--- config.mk ---
export PLATFORM = sky130hd
export DESIGN_NAME = aos_frame_check_extract_core
export DESIGN_NICKNAME = d
export VERILOG_FILES = /design/src/rtl/aos_fce_pkg.sv /design/src/rtl/aos_fce_cfg_regs.sv /design/src/rtl/aos_fce_frame_proc.sv /design/src/rtl/aos_frame_check_extract_core.sv
export SDC_FILE = /design/constraint.sdc
export NUM_CORES = 1
export LEC_CHECK = 0
export BUFFER_PORTS_ARGS = -buffer_cell sky130_fd_sc_hd__clkbuf_2
export CORE_MARGIN = 2
export CORE_UTILIZATION = 35
export CTS_CLUSTER_SIZE = 8
export DETAILED_ROUTE_END_ITERATION = 10
export GPL_ROUTABILITY_DRIVEN = 0
export GPL_TIMING_DRIVEN = 0
export PLACE_DENSITY_LB_ADDON = 0.1
export SYNTH_ARGS = -nofsm -noshare
export SYNTH_HDL_FRONTEND = slang
export SYNTH_SLANG_ARGS = --single-unit
--- constraint.sdc ---
create_clock -name clk_i -period 8.73 [get_ports clk_i]
set_input_delay 0 -clock clk_i [delete_from_list [all_inputs] [get_ports clk_i]]
set_output_delay 0 -clock clk_i [all_outputs]
set_load 0.02 [all_outputs]
--- src/rtl/aos_fce_pkg.sv ---
// shared types, register codes and reset constants for the aos frame checker
package aos_fce_pkg;

  // frame size limits
  localparam int unsigned FRAME_BYTES_MAX_DEF = 4096;
  localparam int unsigned FRAME_BYTES_MIN     = 9;

  // register widths
  localparam int unsigned FLEN_W = 13;
  localparam int unsigned SYNC_W = 32;
  localparam int unsigned POFF_W = 12;
  localparam int unsigned PLEN_W = 13;
  localparam int unsigned CFG_IDX_W  = 2;
  localparam int unsigned CFG_DATA_W = 32;

  // field widths
  localparam int unsigned BYTE_W  = 8;
  localparam int unsigned COUNT_W = 24;
  localparam int unsigned TOTAL_W = 32;

  // register reset values
  localparam logic [FLEN_W-1:0] FRAME_LENGTH_RST   = 13'd1024;
  localparam logic [SYNC_W-1:0] SYNC_WORD_RST      = 32'h1ACF_FC1D;
  localparam logic [POFF_W-1:0] PAYLOAD_OFFSET_RST = 12'd44;
  localparam logic [PLEN_W-1:0] PAYLOAD_LENGTH_RST = 13'd850;

  // stream widths
  localparam int unsigned IN_TDATA_W  = 8;
  localparam int unsigned OUT_TDATA_W = 104;

  // configuration register indexes
  typedef enum logic [CFG_IDX_W-1:0] {
    CFG_FRAME_LENGTH   = 2'd0,
    CFG_SYNC_WORD      = 2'd1,
    CFG_PAYLOAD_OFFSET = 2'd2,
    CFG_PAYLOAD_LENGTH = 2'd3
  } cfg_idx_e;

  // register set seen by the frame logic
  typedef struct packed {
    logic [FLEN_W-1:0] frame_length;
    logic [SYNC_W-1:0] sync_word;
    logic [POFF_W-1:0] payload_offset;
    logic [PLEN_W-1:0] payload_length;
  } cfg_t;

  // one result item
  typedef struct packed {
    logic                payload_valid;
    logic [BYTE_W-1:0]   payload_byte;
    logic                payload_last;
    logic                frame_done;
    logic                sync_error;
    logic                discontinuity;
    logic [COUNT_W-1:0]  frame_count;
    logic [TOTAL_W-1:0]  discontinuity_total;
    logic [TOTAL_W-1:0]  frames_total;
  } res_t;

endpackage

--- src/rtl/aos_fce_cfg_regs.sv ---
// configuration register file of the aos frame checker
module aos_fce_cfg_regs (
  input  logic                                  clk_i,
  input  logic                                  rst_ni,
  input  logic                                  cfg_we_i,
  input  logic [aos_fce_pkg::CFG_IDX_W-1:0]     cfg_addr_i,
  input  logic [aos_fce_pkg::CFG_DATA_W-1:0]    cfg_wdata_i,
  output aos_fce_pkg::cfg_t                     cfg_o
);

  aos_fce_pkg::cfg_t cfg_q;

  // register writes, decoded by index
  always_ff @(posedge clk_i or negedge rst_ni) begin
    if (!rst_ni) begin
      cfg_q.frame_length   <= aos_fce_pkg::FRAME_LENGTH_RST;
      cfg_q.sync_word      <= aos_fce_pkg::SYNC_WORD_RST;
      cfg_q.payload_offset <= aos_fce_pkg::PAYLOAD_OFFSET_RST;
      cfg_q.payload_length <= aos_fce_pkg::PAYLOAD_LENGTH_RST;
    end else if (cfg_we_i) begin
      unique case (aos_fce_pkg::cfg_idx_e'(cfg_addr_i))
        aos_fce_pkg::CFG_FRAME_LENGTH: begin
          cfg_q.frame_length <= cfg_wdata_i[aos_fce_pkg::FLEN_W-1:0];
        end
        aos_fce_pkg::CFG_SYNC_WORD: begin
          cfg_q.sync_word <= cfg_wdata_i[aos_fce_pkg::SYNC_W-1:0];
        end
        aos_fce_pkg::CFG_PAYLOAD_OFFSET: begin
          cfg_q.payload_offset <= cfg_wdata_i[aos_fce_pkg::POFF_W-1:0];
        end
        aos_fce_pkg::CFG_PAYLOAD_LENGTH: begin
          cfg_q.payload_length <= cfg_wdata_i[aos_fce_pkg::PLEN_W-1:0];
        end
      endcase
    end
  end

  assign cfg_o = cfg_q;

endmodule

--- src/rtl/aos_fce_frame_proc.sv ---
// frame position tracking, header checks, payload window and status totals
module aos_fce_frame_proc #(
  parameter int unsigned MAX_FRAME_BYTES = aos_fce_pkg::FRAME_BYTES_MAX_DEF
) (
  input  logic                              clk_i,
  input  logic                              rst_ni,
  input  aos_fce_pkg::cfg_t                 cfg_i,
  input  logic                              step_i,
  input  logic [aos_fce_pkg::BYTE_W-1:0]    byte_i,
  input  logic                              start_i,
  output logic                              res_valid_o,
  output aos_fce_pkg::res_t                 res_o
);

  // compare width covers the clamped length and offset plus length
  localparam int unsigned LEN_BITS = $clog2(MAX_FRAME_BYTES + 1);
  localparam int unsigned CW = (LEN_BITS > 14) ? LEN_BITS : 14;
  localparam int unsigned PW = $clog2(MAX_FRAME_BYTES);

  localparam logic [CW-1:0] FlenMax = CW'(MAX_FRAME_BYTES);
  localparam logic [CW-1:0] FlenMin = CW'(aos_fce_pkg::FRAME_BYTES_MIN);
  localparam logic [aos_fce_pkg::TOTAL_W-1:0] TotalMax = '1;

  logic [PW-1:0]                      byte_pos_q, byte_pos_d;
  logic [31:0]                        header_q, header_d;
  logic [aos_fce_pkg::COUNT_W-1:0]    cur_count_q, cur_count_d;
  logic [aos_fce_pkg::COUNT_W-1:0]    prev_count_q, prev_count_d;
  logic                               first_frame_q, first_frame_d;
  logic [aos_fce_pkg::TOTAL_W-1:0]    disc_total_q, disc_total_d;
  logic [aos_fce_pkg::TOTAL_W-1:0]    frame_total_q, frame_total_d;

  logic [CW-1:0]                      flen_raw, flen, pos, wend_raw, wend, poff;
  logic                               first_frame_w, pvalid, plast, done, serr, disc;
  logic [aos_fce_pkg::TOTAL_W-1:0]    disc_base;
  logic [aos_fce_pkg::COUNT_W-1:0]    expect_count;

  // clamp frame length and find this byte's position
  always_comb begin
    flen_raw = CW'(cfg_i.frame_length);
    if (flen_raw < FlenMin) begin
      flen = FlenMin;
    end else if (flen_raw > FlenMax) begin
      flen = FlenMax;
    end else begin
      flen = flen_raw;
    end
    pos = start_i ? '0 : CW'(byte_pos_q);
    if (pos >= flen) begin
      pos = '0;
    end
    first_frame_w = start_i | first_frame_q;
    disc_base     = start_i ? '0 : disc_total_q;
  end

  // header capture: sync word and frame count bytes
  always_comb begin
    header_d    = header_q;
    cur_count_d = cur_count_q;
    if (pos < CW'(4)) begin
      header_d = {header_q[23:0], byte_i};
    end else if (pos >= CW'(6) && pos <= CW'(8)) begin
      cur_count_d = {cur_count_q[aos_fce_pkg::COUNT_W-9:0], byte_i};
    end
  end

  // payload window clipped to the frame
  always_comb begin
    poff     = CW'(cfg_i.payload_offset);
    wend_raw = poff + CW'(cfg_i.payload_length);
    wend     = (wend_raw > flen) ? flen : wend_raw;
    pvalid   = (pos >= poff) && (pos < wend);
    plast    = pvalid && (pos == wend - CW'(1));
    done     = (pos == flen - CW'(1));
  end

  // frame end checks and saturating totals
  always_comb begin
    expect_count  = prev_count_q + aos_fce_pkg::COUNT_W'(1);
    serr          = (header_d != cfg_i.sync_word);
    disc          = !first_frame_w && (cur_count_d != expect_count) && (cur_count_d != '0);
    disc_total_d  = disc_base;
    frame_total_d = frame_total_q;
    prev_count_d  = prev_count_q;
    first_frame_d = first_frame_w;
    byte_pos_d    = PW'(pos + CW'(1));
    if (done) begin
      if (disc && disc_base != TotalMax) begin
        disc_total_d = disc_base + aos_fce_pkg::TOTAL_W'(1);
      end
      if (frame_total_q != TotalMax) begin
        frame_total_d = frame_total_q + aos_fce_pkg::TOTAL_W'(1);
      end
      prev_count_d  = cur_count_d;
      first_frame_d = 1'b0;
      byte_pos_d    = '0;
    end
  end

  // result item
  always_comb begin
    res_o                     = '0;
    res_o.payload_valid       = pvalid;
    res_o.payload_byte        = pvalid ? byte_i : '0;
    res_o.payload_last        = plast;
    if (done) begin
      res_o.frame_done          = 1'b1;
      res_o.sync_error          = serr;
      res_o.discontinuity       = disc;
      res_o.frame_count         = cur_count_d;
      res_o.discontinuity_total = disc_total_d;
      res_o.frames_total        = frame_total_d;
    end
    res_valid_o = pvalid | done;
  end

  // state update, one item per step
  always_ff @(posedge clk_i or negedge rst_ni) begin
    if (!rst_ni) begin
      byte_pos_q    <= '0;
      header_q      <= '0;
      cur_count_q   <= '0;
      prev_count_q  <= '0;
      first_frame_q <= 1'b1;
      disc_total_q  <= '0;
      frame_total_q <= '0;
    end else if (step_i) begin
      byte_pos_q    <= byte_pos_d;
      header_q      <= header_d;
      cur_count_q   <= cur_count_d;
      prev_count_q  <= prev_count_d;
      first_frame_q <= first_frame_d;
      disc_total_q  <= disc_total_d;
      frame_total_q <= frame_total_d;
    end
  end

endmodule

--- src/rtl/aos_frame_check_extract_core.sv ---
// top level of the aos frame sync and count checker with payload extraction
//
//  channel   direction  fields
//  s_axis    in         tdata: byte_in; tuser: batch_start
//  m_axis    out        tdata: status and payload fields; tlast: payload_last
//  cfg       in         frame_length, sync_word, payload_offset, payload_length
//
// one item per cycle sustained while m_axis does not stall; an accepted item passes
// from the input register through the frame state update into the result register
// bytes that yield no payload and no frame end leave no result item
// reset clears position, counts and totals; configuration returns to defaults
// a stall on m_axis holds the result register and backs up into the input register
module aos_frame_check_extract_core #(
  parameter int unsigned MAX_FRAME_BYTES = aos_fce_pkg::FRAME_BYTES_MAX_DEF
) (
  input  logic                                     clk_i,
  input  logic                                     rst_ni,
  // configuration write port
  input  logic                                     cfg_we_i,
  input  logic [aos_fce_pkg::CFG_IDX_W-1:0]        cfg_addr_i,
  input  logic [aos_fce_pkg::CFG_DATA_W-1:0]       cfg_wdata_i,
  // input stream
  input  logic                                     s_axis_tvalid,
  output logic                                     s_axis_tready,
  input  logic [aos_fce_pkg::IN_TDATA_W-1:0]       s_axis_tdata,  // [7:0] byte_in
  input  logic                                     s_axis_tuser,  // [0] batch_start
  // output stream
  output logic                                     m_axis_tvalid,
  input  logic                                     m_axis_tready,
  // [0] payload_valid, [8:1] payload_byte, [9] frame_done, [10] sync_error,
  // [11] discontinuity, [35:12] frame_count, [67:36] discontinuity_total,
  // [99:68] frames_total, [103:100] zero
  output logic [aos_fce_pkg::OUT_TDATA_W-1:0]      m_axis_tdata,
  output logic                                     m_axis_tlast   // payload_last
);

  aos_fce_pkg::cfg_t cfg;
  aos_fce_pkg::res_t res, out_res_q;
  logic              res_valid, advance;
  logic              in_valid_q, in_start_q, out_valid_q;
  logic [aos_fce_pkg::BYTE_W-1:0] in_byte_q;

  aos_fce_cfg_regs u_cfg (
    .clk_i       (clk_i),
    .rst_ni      (rst_ni),
    .cfg_we_i    (cfg_we_i),
    .cfg_addr_i  (cfg_addr_i),
    .cfg_wdata_i (cfg_wdata_i),
    .cfg_o       (cfg)
  );

  // move an item forward when the result register is free or being drained
  assign advance       = in_valid_q && (!out_valid_q || m_axis_tready);
  assign s_axis_tready = !in_valid_q || advance;

  // input register
  always_ff @(posedge clk_i or negedge rst_ni) begin
    if (!rst_ni) begin
      in_valid_q <= 1'b0;
    end else if (s_axis_tready) begin
      in_valid_q <= s_axis_tvalid;
    end
  end

  always_ff @(posedge clk_i) begin
    if (s_axis_tvalid && s_axis_tready) begin
      in_byte_q  <= s_axis_tdata[aos_fce_pkg::BYTE_W-1:0];
      in_start_q <= s_axis_tuser;
    end
  end

  aos_fce_frame_proc #(
    .MAX_FRAME_BYTES (MAX_FRAME_BYTES)
  ) u_proc (
    .clk_i       (clk_i),
    .rst_ni      (rst_ni),
    .cfg_i       (cfg),
    .step_i      (advance),
    .byte_i      (in_byte_q),
    .start_i     (in_start_q),
    .res_valid_o (res_valid),
    .res_o       (res)
  );

  // result register
  always_ff @(posedge clk_i or negedge rst_ni) begin
    if (!rst_ni) begin
      out_valid_q <= 1'b0;
    end else if (advance) begin
      out_valid_q <= res_valid;
    end else if (m_axis_tready) begin
      out_valid_q <= 1'b0;
    end
  end

  always_ff @(posedge clk_i) begin
    if (advance) begin
      out_res_q <= res;
    end
  end

  // pack the result item onto the stream
  assign m_axis_tvalid = out_valid_q;
  assign m_axis_tlast  = out_res_q.payload_last;
  assign m_axis_tdata  = {4'b0000,
                          out_res_q.frames_total,
                          out_res_q.discontinuity_total,
                          out_res_q.frame_count,
                          out_res_q.discontinuity,
                          out_res_q.sync_error,
                          out_res_q.frame_done,
                          out_res_q.payload_byte,
                          out_res_q.payload_valid};

endmodule

-- Word level (Yosys, flattened, before mapping)
Cells that the tools add are included.
- register bits: 339
- memories: 0
- bits in latches: 0
- bits in writable memories: 0
- input port bits: 48
- memory bits (read-only): 0
- div/mod/pow operators: 0
- $mul: 0
- muxes and demuxes: 18
- bitwise logic cells: 2
- shift operators: 0
- equality and inequality tests: 9
- magnitude comparators: 9
- $add $sub $neg: 7
- reductions and logical operators: 21
- operators by type and width (operator ; number):
    2-to-1 mux 32 bit ; 6
    2-to-1 mux 91 bit ; 1
    adder 32 x 1 -> 32 bit (second input constant) ; 2
    != test 32 bit (second input constant) ; 2
    2-to-1 mux 24 bit ; 2
    2-to-1 mux 12 bit ; 3
    != test 32 bit ; 1
    equality test 12 x 14 -> 1 bit ; 2
    2-to-1 mux 13 bit ; 2
    adder 24 x 1 -> 24 bit (second input constant) ; 1
    != test 24 bit ; 1
    nonzero test 24 bit ; 1
    adder 12 x 13 -> 14 bit ; 1
    greater-or-equal comparator 14 x 13 -> 1 bit ; 1
    > comparator 14 x 13 -> 1 bit ; 1
    < comparator 12 x 14 -> 1 bit ; 1
    2-to-1 mux 14 bit ; 1
    subtractor 13 x 1 -> 14 bit (second input constant) ; 1
    subtractor 14 x 1 -> 14 bit (second input constant) ; 1
    > comparator 13 bit (second input constant) ; 1
    < comparator 13 x 4 -> 1 bit (second input constant) ; 1
    adder 12 x 1 -> 12 bit (second input constant) ; 1
    greater-or-equal comparator 12 bit ; 1
    greater-or-equal comparator 12 x 3 -> 1 bit (second input constant) ; 1
    other kinds (12) ; 30

-- Longest topological paths before layout
- depth in word-level cells: 16
- mapped depth: 30
- gate-level depth less buffers: 27

-- By module
From an unflattened synthesis, not the netlist that was laid out.
- cell total of the unflattened synthesis: 1962
- area total of the unflattened synthesis: 20230.7 µm²
- modules (own cells, without submodules) (module ; instances ; area each (µm²) ; cells an instance):
    aos_fce_frame_proc ; 1 ; 14093.5 ; 1688
    aos_frame_check_extract_core ; 1 ; 3442.1 ; 124
    aos_fce_cfg_regs ; 1 ; 2695.1 ; 150

-- Worst setup path after synthesis
OpenSTA, ideal clock, no wires.
- path kind: reg2reg
- start: register in_start_q
- end: register out_res_q, in the netlist m_axis_tdata[57] (data pin)
- stages on the path, launching flop included: 27
- arrival: 6265 ps
- data required time: 8476 ps
- path slack: 2211 ps
- cells stage by stage: edfxtp_1 > clkbuf_1 > clkbuf_1 > clkbuf_1 > clkbuf_1 > nor2b_1 > ha_1 > nand4b_1 > a211oi_2 > o221a_2 > a2111oi_2 > clkbuf_1 > nand2_1 > ha_1 > nand2_1 > o22a_1 > or3_1 > a2111oi_4 > buf_6 > mux2i_1 > xnor2_1 > nand4_1 > or4_4 > o211ai_4 > buf_2 > nor3_1 > o21a_1
- word-level cells in the longest chain between the ends: 13
- ends and longest elaborated chain (item ; RTL line ; RTL):
    from (decl) ; aos_frame_check_extract_core.sv:40 ; logic in_valid_q, in_start_q, out_valid_q;
    from (signal assigned) ; aos_frame_check_extract_core.sv:68 ; in_start_q <= s_axis_tuser;
    2-to-1 mux 12 bit ; aos_fce_frame_proc.sv:47 ; pos = start_i ? '0 : CW'(byte_pos_q);
    greater-or-equal comparator 14 x 13 -> 1 bit ; aos_fce_frame_proc.sv:48 ; if (pos >= flen) begin
    2-to-1 mux 12 bit ; aos_fce_frame_proc.sv:48 ;
    greater-or-equal comparator 12 x 3 -> 1 bit or less-or-equal comparator 12 x 4 -> 1 bit (tied branches) ; aos_fce_frame_proc.sv:61 ; end else if (pos >= CW'(6) && pos <= CW'(8)) begin
    logical AND 1 bit ; aos_fce_frame_proc.sv:61 ;
    2-to-1 mux 24 bit ; aos_fce_frame_proc.sv:61 ;
    2-to-1 mux 24 bit ; aos_fce_frame_proc.sv:59 ; if (pos < CW'(4)) begin
    != test 24 bit ; aos_fce_frame_proc.sv:80 ; disc = !first_frame_w && (cur_count_d != expect_count) && (cur_count_d != '0);
    logical AND 1 bit (2 in a row) ; aos_fce_frame_proc.sv:80 ;
    logical AND 1 bit ; aos_fce_frame_proc.sv:87 ; if (disc && disc_base != TotalMax) begin
    2-to-1 mux 32 bit ; aos_fce_frame_proc.sv:87 ;
    2-to-1 mux 32 bit ; aos_fce_frame_proc.sv:86 ; if (done) begin
    to (signal assigned) ; aos_frame_check_extract_core.sv:98 ; out_res_q <= res;
    to (decl) ; aos_frame_check_extract_core.sv:38 ; aos_fce_pkg::res_t res, out_res_q;
Parallel ways exist; a longest one is shown, timed or not.
A chain may end at the register's enable or synchronous reset.

-- Worst setup path after layout
- start: register in_start_q
- end: register out_res_q, in the netlist m_axis_tdata[61] (data pin)
Same word-level chain as after synthesis.

==> impl_results.md <==
* Status: complete, no violations
* Area share of the largest cell type after synthesis at between 20% and 30%
* Fin. Hold Viols at 0
* Most common cell after layout, fill and taps aside: dfrtp_1
* Min-Delay Path Class: input pin to register
* H-tree depth at 2
* Critical Path Start Type: register
* Ys Warns at 0
* Layout cell share with drive strength beyond 1 at 18.3%
* Worst setup EP type: register
* Clock slew at reported path FFs at 0.05 ns
* CP max stage delay at about 0.58 ns
* Mapped cell area at approximately 0.021 mm2
* Worst relative slew slack at 3.11%
* CTS tree: yes
* Number of max-cap violations at 0
* Via density at 5.42
* Grt ovf at 0
* Core Util, Final at 42.2%
* PwrDens at 228 mW/mm2
* Clock Tree Buf Depth at 3
* GR Util All Layers at 21.1%
* Average size of a mapped cell at between 10 and 15 um2
* Worst-margin pin slew at 1.44 ns
* Antenna viol nets, final at 0
* Fillers at 5735
* Hold WS at between 0.003 and 0.004 ns
* Net Sw Frac at 34.9%
* Vias after detailed routing at 16837
* Initial antenna violation count at 1
* Clock sinks at 339
* Largest net degree at the start of global routing at 109
* Clock power frac at about a third
* VDD IR max at roughly 0.00014 V
* Total CTS buffers at 49
* Die area at 0.0607 mm2
* Synth-to-layout area growth at 18.8%
* EDFF count, synth at 110
* Most used cell along the critical path: clkbuf_2
* Cell Int Power at ~0.0036 W
* Rows at 88
* Static leakage at 9.84 nW
* Post-DP HPWL at between 40000 and 50000 um
* RSZ-0062 raised after global routing: false
* Ranking of synthesized cells by area: dfrtp_1, edfxtp_1, mux2_2
* Initial DRC count at 1048
* Crit path DAT at 8.68 ns
* Crit path buffers/inverters at 6
* Layout Skew at 0.0248 ns
* Unique cell type count in the Yosys netlist at between 90 and 100
* Seq cells post-synth at around 340
* Placed Cells at 2961
* CTS root buffer: clkbuf_16
* Register share of total power at 35.8%
* First-pass GRT wire length at a little under 100000 um
* Number of global-route vias before repair at roughly 17000
* Setup slack at placement at -1.32 ns
* Placed Area at between 0.02 and 0.025 mm2
* Syn Inst Count at 2039
* Die Y at 246 um
* Initial core utilization at approximately 35%
* Final Max Slew Viols at 0
* Final min period at ~8.3 ns
* Synth Flop Type: dfrtp_1
* Sequential-to-total area share from yosys stat at 44.1%
* Critical path class: register to register
* ANT cells at 0
* Drt wl/cell at 20.6 um
* Setup violations, final at 0
* Die X at 246 um
* Worst path slowest cell: or4_4
* Port bufs at 150
* Max FO, Critical Path at 19
* Fmax at 121 MHz
* Non-filler cells, final at between 3000 and 4000
* Net Switching at 0.00194 W
* DRT Pass-1 Iters at 5
* Async SR Flop Fraction at 67.6%
* DRT Wirelength at 64100 um
* CP top delay family: compound AO/OA/AOI/OAI gates
* Io pins at 155
* Final Cell Area at 0.0244 mm2
* Yosys top cell by area: dfrtp_1
* Critical Path RT at 9.12 ns
* Worst-Skew Late Latency at 0.59 ns
* Final worst setup slack at roughly 0.45 ns
* Combinational share of power at 31.8%
* Core ar. at 0.0579 mm2
* DRC viols at 0
* Fin nets at 2417
* Most frequent cells in the layout: dfrtp_1, nand2_1, clkbuf_2
* Tcrit/Tclk final at 94.9%
==> routing by layer <==
metal / GRT usage [%] / vias up / routed length [um]
li1: - / 7989 / -
met1: 29.6 / 8317 / 30500
met2: 34.2 / 434 / 29400
met3: 2.73 / 97 / 2770
met4: 5.62 / 0 / 1380
met5: 0 / - / 0
==> registers in the layout (all words and copies together), names as in the netlist <==
register,count
u_proc.header_q,32
u_proc.disc_total_q,32
u_proc.first_frame_q,1
m_axis_tvalid,1
in_valid_q,1
in_byte_q,8
u_proc.frame_total_q,32
in_start_q,1
u_proc.cur_count_q,24
u_proc.byte_pos_q,12
u_proc.prev_count_q,24
u_cfg.cfg_o,70
m_axis_tdata,100
m_axis_tlast,1
==> cells in the mapped netlist, drive strengths merged, types with 13 or more instances <==
cell type,n
mux2,123
edfxtp,110
mux2i,80
and2,18
a21oi,77
or3,36
a21o,15
nor3,39
clkbuf,79
dfstp,29
ha,67
nand3,76
xnor2,93
inv,74
nor2,151
nor2b,37
nor4,37
o31ai,19
o21ai,96
and3,19
nand2,165
dfrtp,200
o211ai,15
a211oi,17
or2,17
a31oi,14
xor2,82
a22oi,13
nand4,47
buf,32
==> timing repair <==
action	in CTS	in global routing
buffers inserted	1	2
hold buffers	52	0
pin swaps	0	1
gates resized for setup	6	8
endpoints found under the hold margin	192	0
endpoints found under the setup margin	80	25
==> per-stage QoR <==
stage	TNS, ns	power (W)
final	0	0.00557
after floorplan	0	0.00324
after global placement	-47.58	0.00371
after detailed placement	-51.72	0.00374
after CTS	0	0.00561
after global routing	0	0.00589
==> worst paths after layout <==
kind	startpoint	to	slack (ns)	depth (start not counted)
min in group asynchronous	rst_ni	u_proc.disc_total_q[9]	0.54	4
hold reg to reg	u_proc.frame_total_q[10]	u_proc.frame_total_q[10]	0.50	1
hold / removal	cfg_we_i	u_cfg.cfg_o[13]	0.003	3
setup / recovery	in_start_q	m_axis_tdata[61]	0.45	25
setup reg to reg	in_start_q	m_axis_tdata[61]	0.45	25
max in group asynchronous	rst_ni	u_proc.frame_total_q[17]	7.10	5
==> final cells by class <==
| cell class | count | area [um2] | share of cell area (%) |
|---|---|---|---|
| well taps | 765 | 957 | 3.92 |
| flip-flops and latches | 339 | 9070 | 37.1 |
| clock inverters | 4 | 46.3 | 0.190 |
| repair buffers | 209 | 1420 | 5.80 |
| multi-input cells | 1517 | 10800 | 44.1 |
| clock buffers | 87 | 1400 | 5.73 |
| plain buffers | 110 | 489 | 2.00 |
| inverters | 75 | 282 | 1.15 |
==> power groups by stage <==
stage	logic, W	clock network [W]	registers (W)
finish	0.00177	0.00180	0.00200
global route	0.00195	0.00192	0.00202
CTS	0.00176	0.00185	0.00199
detailed placement	0.00172	0	0.00202
global placement	0.00169	0	0.00202
floorplan	0.00126	0	0.00198
==> cells by family (layout without fill, tap and decap cells) <==
kind of cell | after synthesis | count (layout) | share of synthesized area, %
compound gates | 371 | 371 | 12.4
xor+xnor | 177 | 177 | 7.68
fa+ha+maj | 68 | 68 | 4.18
buf+inv | 186 | 485 | 3.71
flops | 339 | 339 | 44.1
mux | 203 | 203 | 10.6
other cells | 1 | 4 | 0.0183
simple gates | 694 | 694 | 17.3
==> worst register-to-register path: cells and delay by family (launching register included) <==
family,cells,cell delay [ns]
xor gates and xnor gates,1,0.25
AOI/OAI and AO/OA,8,2.32
muxes,1,0.56
buffers and inverters,6,2.23
and+or+nand+nor,7,1.72
adders and majority gates,2,0.49
DFF,1,0.52
No activity file was read; power rests on OpenSTA's default activity.
